===== config.mk =====
export PLATFORM = sky130hd
export DESIGN_NAME = rspu_ctrl
export DESIGN_NICKNAME = d
export VERILOG_FILES = /design/src/rtl/rspu_pkg.sv /design/src/rtl/rspu_ctrl.sv
export VERILOG_INCLUDE_DIRS = /design/src /design/src/rtl
export SDC_FILE = /design/constraint.sdc
export NUM_CORES = 1
export LEC_CHECK = 0
export BUFFER_PORTS_ARGS = -buffer_cell sky130_fd_sc_hd__buf_2
export CAP_MARGIN = 40
export CORE_AREA = 2 2 39 41
export DETAILED_ROUTE_END_ITERATION = 8
export DIE_AREA = 0 0 41 43
export HOLD_SLACK_MARGIN = 0.02
export PLACE_DENSITY = 0.6
export SYNTH_ARGS = -nofsm -noshare
export SYNTH_HDL_FRONTEND = slang
export SYNTH_SLANG_ARGS = --single-unit

===== constraint.sdc =====
create_clock -name clk_i -period 1.94 [get_ports clk_i]
set_input_delay 0.194 -clock clk_i [delete_from_list [all_inputs] [get_ports clk_i]]
set_output_delay 0.194 -clock clk_i [all_outputs]
set_load 0.1 [all_outputs]

===== src/rtl/assert_macros.svh =====
// ----------------------------------------------------------------------------
// assertion macros
// shared concurrent assertion helpers, clocked on clk_i and reset by rst_ni
// ----------------------------------------------------------------------------
`ifndef ASSERT_MACROS_SVH
`define ASSERT_MACROS_SVH

`ifndef ASSERT_OFF

// property must hold at every edge outside reset
`define ASSERT_PROP(lbl, prop, msg) \
  lbl: assert property (@(posedge clk_i) disable iff (!rst_ni) (prop)) else $error(msg);

// condition must never be seen outside reset
`define ASSERT_NEVER(lbl, cond, msg) \
  lbl: assert property (@(posedge clk_i) disable iff (!rst_ni) !(cond)) else $error(msg);

`else

`define ASSERT_PROP(lbl, prop, msg)
`define ASSERT_NEVER(lbl, cond, msg)

`endif

`endif


===== src/rtl/rspu_pkg.sv =====
// ----------------------------------------------------------------------------
// rspu_pkg
// constants, types and helpers of the rectangle sum point update block
// ----------------------------------------------------------------------------
package rspu_pkg;

  localparam int GRID  = 64;
  localparam int CW    = 7;                   // coordinate and extent width
  localparam int SW    = CW + 1;              // walk index width, holds overshoot
  localparam int IW    = $clog2(GRID);
  localparam int DEPTH = GRID * GRID;
  localparam int AW    = $clog2(DEPTH);
  localparam int SUM_W = 48;
  localparam int VAL_W = 16;

  typedef enum logic [5:0] {
    ST_CLEAR = 6'b000001,
    ST_IDLE  = 6'b000010,
    ST_ROW   = 6'b000100,
    ST_CELL  = 6'b001000,
    ST_WB    = 6'b010000,
    ST_DONE  = 6'b100000
  } state_e;

  typedef struct packed {
    logic load;        // take the input beat
    logic row_init;    // restart column walk
    logic i_step;      // next row of the walk
    logic corner_next; // next prefix corner of a query
    logic wb;          // use read data of current cell
    logic clr_wr;      // write zero during clearing pass
    logic out_load;    // move the sum into the output register
  } cmd_t;

  typedef struct packed {
    logic skip;        // input beat needs no tree walk
    logic in_query;    // input beat is a query
    logic op_query;    // item at work is a query
    logic i_live;      // row index inside the tree
    logic j_live;      // column index inside the tree
    logic corner_last; // fourth prefix of a query
    logic clr_last;    // last entry of the clearing pass
    logic out_free;    // output register can take a sum
  } sts_t;

  function automatic logic [SW-1:0] low_bit(input logic [SW-1:0] v);
    return v & (~v + SW'(1));
  endfunction

endpackage


===== src/rtl/rspu_ctrl.sv =====
// ----------------------------------------------------------------------------
// rspu_ctrl
// controller: clearing pass, fenwick row and column walk, result hand-off
// ----------------------------------------------------------------------------
`include "assert_macros.svh"

module rspu_ctrl import rspu_pkg::*; (
  input  logic clk_i,
  input  logic rst_ni,
  input  logic in_valid_i,
  output logic in_stall_o,
  output cmd_t cmd_o,
  input  sts_t sts_i
);

  state_e state_q, state_d;

  always_ff @(posedge clk_i or negedge rst_ni) begin
    if (!rst_ni) begin
      state_q <= ST_CLEAR;
    end else begin
      state_q <= state_d;
    end
  end

  always_comb begin
    state_d = state_q;
    cmd_o   = '0;
    case (state_q)
      ST_CLEAR: begin
        cmd_o.clr_wr = 1'b1;
        if (sts_i.clr_last) begin
          state_d = ST_IDLE;
        end
      end
      ST_IDLE: begin
        if (in_valid_i) begin
          cmd_o.load = 1'b1;
          if (!sts_i.skip) begin
            state_d = ST_ROW;
          end else if (sts_i.in_query) begin
            state_d = ST_DONE;
          end
        end
      end
      ST_ROW: begin
        if (sts_i.i_live) begin
          cmd_o.row_init = 1'b1;
          state_d        = ST_CELL;
        end else if (!sts_i.op_query) begin
          state_d = ST_IDLE;
        end else if (sts_i.corner_last) begin
          state_d = ST_DONE;
        end else begin
          cmd_o.corner_next = 1'b1;
        end
      end
      ST_CELL: begin
        if (sts_i.j_live) begin
          state_d = ST_WB;
        end else begin
          cmd_o.i_step = 1'b1;
          state_d      = ST_ROW;
        end
      end
      ST_WB: begin
        cmd_o.wb = 1'b1;
        state_d  = ST_CELL;
      end
      ST_DONE: begin
        if (sts_i.out_free) begin
          cmd_o.out_load = 1'b1;
          state_d        = ST_IDLE;
        end
      end
      default: begin
        state_d = ST_IDLE;
      end
    endcase
  end

  assign in_stall_o = (state_q != ST_IDLE);

  `ASSERT_PROP(a_out_when_free, cmd_o.out_load |-> sts_i.out_free, "sum dropped on busy output")
  `ASSERT_PROP(a_wb_after_cell, (state_q == ST_WB) |-> $past(state_q == ST_CELL), "write back without read")
  `ASSERT_PROP(a_clear_blocks, (state_q == ST_CLEAR) |-> (in_stall_o && !cmd_o.load), "item taken while clearing")

endmodule


==> results.md <==
- Max-cap viol count: 0
- CTS tree: yes
- Vias: 487
- Final setup fails: 0
- Clk buf depth: 2
- Sw power: 0.0005947 W
- Final WL: 1.233 mm
- Post-route core utilization: 59.04%
- Worst Setup End Kind: flip-flop
- Kind of critical path: reg -> reg
- Routed len/inst: 12.71 um
- DP HPWL: 1.015 mm
- Post-Syn Area per Cell: 8.855 um2
- TritonRoute pass-1 iters: 4
- First-pass GRT wire length: 2.076 mm
- Initial antenna violation count: 0
- Register area share after synthesis: 32.88%
- CTS buffer count: 3
- Fmax: 0.5226 GHz
- Starting Density: 33.27%
- Clock skew: 1.199 ps
- Async S/R FF share, synth: 100.0%
- Critical Path RT: 2070 ps
- ANT cells: 0
- Fin nets: 93
- Post-synth EDFFs: 0
- Remaining DRCs: 0
- Area grow syn2layout: 77.45%
- Area of the multi-input gates: 349.1 um2
- Combinational share of power: 73.3%
- HP Class: in -> reg
- Worst setup margin: 26.67 ps
- Mapped Nets: 63
- ANT nets after route: 0
- DR iter-0 viols: 7
- Sequential share of power: 16.2%
- Crit path DAT: 2040 ps
- Root Buffer: clkbuf_4
- Clock power share: 10.4%
- Critical-path top delay cell: or4_4
- Core Box Area: 1384 um2
- Sinks on the clock net: 6
- Vias in the first global route: 486
- Commonest non-fill, non-tap cell in the layout: buf_2
- RSZ-0062 raised after global routing: yes
- Cell area after synthesis: 460.4 um2
- Final Cycle Share: 98.63%
- Peak VDD IR: 0.001096 V
- Synth Instances: 52
- Final Hold Fails: 0
- Port Buffers: 18
- Final Critical Period: 1913 ps
- Number of synthesis warnings: 0
- Remaining Overflow, GRT: 0
- Crit-path cells: or4_4 > or4b_4 > o211ai_4 > a31o_2 > a21oi_2
- Std-Cell Rows: 14
- Ports: 19
- Crit path max-delay family: simple AND/OR/NAND/NOR gates
- Slew margin rel.: 68.04%
- Max reg flops: 6
- Clk pin slew, worst setup/hold paths: 50 ps
- Leakage power total: 0.3585 nW
- Pre-CTS WS: 76.36 ps
- Worst-skew pair later-pin latency: 240 ps
- Predominant post-synthesis flop cell: dfrtp_1
- Max stage delay on crit path: 590 ps
- Reg area: 152.6 um2
- Top reg by flops: state_q
- Most frequent cells in the layout: 11 x buf_2, 8 x buf_4, 7 x nor2_1, 7 x buf_12
- Post-synthesis cell type count: 30
- Power Density: 1447 nW/um2
- Number of synthesized register bits: 6
- Switch share: 50.29%
- Crit path max fanout: 5
- Buf/Inv on CP: 0
- DIE AREA: 1763 um2
- Slew @ Worst Pin: 482.8 ps
- Largest net degree at the start of global routing: 9
- Critical Path Source Type: flip-flop
- Final GP Congestion: 0.7169
- Chip height: 43 um
- Avg Vias per Cell: 5.021
- Pint: 0.0005879 W
- H-tree Lvls: 1
- Outcome: completed
- Layout fillers: 127
- GRT Overall Usage: 17.93%
- Max-slew violations: 0
- Layout cell share with drive strength beyond 1: 56.79%
- Die Width: 41 um
- Top Registers: state_q (6)
-- power groups by stage --
stage	registers (W)	clock network (W)	logic (W)
after floorplan	0.000191	0	0.000617
after global placement	0.000193	0	0.000860
after detailed placement	0.000194	0	0.000869
after CTS	0.000192	0.000130	0.000857
after global routing	0.000196	0.000137	0.000919
final	0.000192	0.000123	0.000867
-- area by class of cell --
cell class / count / area share, %
timing repair buffer: 27 / 32.47
clock buffer: 4 / 3.216
sequential: 6 / 18.68
inverter: 1 / 0.4594
multi-input combinational: 43 / 42.73
tap: 16 / 2.450
-- final timing paths --
| path | start | endpoint | slack, ps | cells after the start |
|---|---|---|---|---|
| setup / recovery | state_q[2] | state_q[1] | 30 | 5 |
| hold / removal | sts_i[1] | state_q[0] | 90 | 2 |
| setup reg to reg | state_q[2] | state_q[1] | 30 | 5 |
| hold reg to reg | state_q[5] | state_q[4] | 670 | 3 |
| max in group asynchronous | rst_ni | state_q[0] | 1390 | 2 |
| min in group asynchronous | rst_ni | state_q[5] | 330 | 2 |
-- Yosys cell counts (all sizes together), types with 2 or more instances --
master	number	share of area, %
and3	2	2.7
nand2	4	3.3
nor2	8	6.5
dfrtp	5	27
nor4	2	2.7
nand3b	2	3.3
nor3b	4	6.5
buf	2	4.1
and2b	2	3.8
o21ai	2	2.2
-- per-stage QoR --
stage | hold slack, ps | setup TNS (ps) | instances | total power [W] | instance area (um2)
after floorplan | -101.6 | -673.1 | 52 | 0.0008078 | 518.0
after global placement | 21.68 | 0 | 91 | 0.001052 | 763.2
after detailed placement | 24.02 | 0 | 91 | 0.001063 | 763.2
after CTS | 82.57 | 0 | 96 | 0.001178 | 799.5
after global routing | 86.94 | -3.313 | 97 | 0.001252 | 817.0
final | 88.81 | 0 | 97 | 0.001183 | 817.0
-- what timing repair did --
action / 4_1_cts / 5_1_grt
pin swaps: 2 / 4
setup buffers: 1 / 1
endpoints found under the setup margin: 2 / 2
hold endpoints to repair: 6 / 0
gates cloned: 0 / 0
resized for setup: 0 / 2
hold buffers: 1 / 0
-- logic make-up (layout without fill, tap and decap cells) --
| group | count (synthesis) | after routing | synth area share [%] |
|---|---|---|---|
| compound gates | 9 | 9 | 16.03 |
| flops | 6 | 6 | 32.88 |
| xor+xnor | 1 | 1 | 1.903 |
| buf+inv | 3 | 32 | 4.891 |
| simple gates | 33 | 33 | 44.29 |
-- per-layer routing --
layer | track usage, % | part of all wire, %
met1 | 22.85 | 44
met2 | 26.88 | 53
met3 | 3.665 | 3.2
met4 | 10.00 | 0
met5 | 0 | 0
No activity file was read; power rests on OpenSTA's default activity.
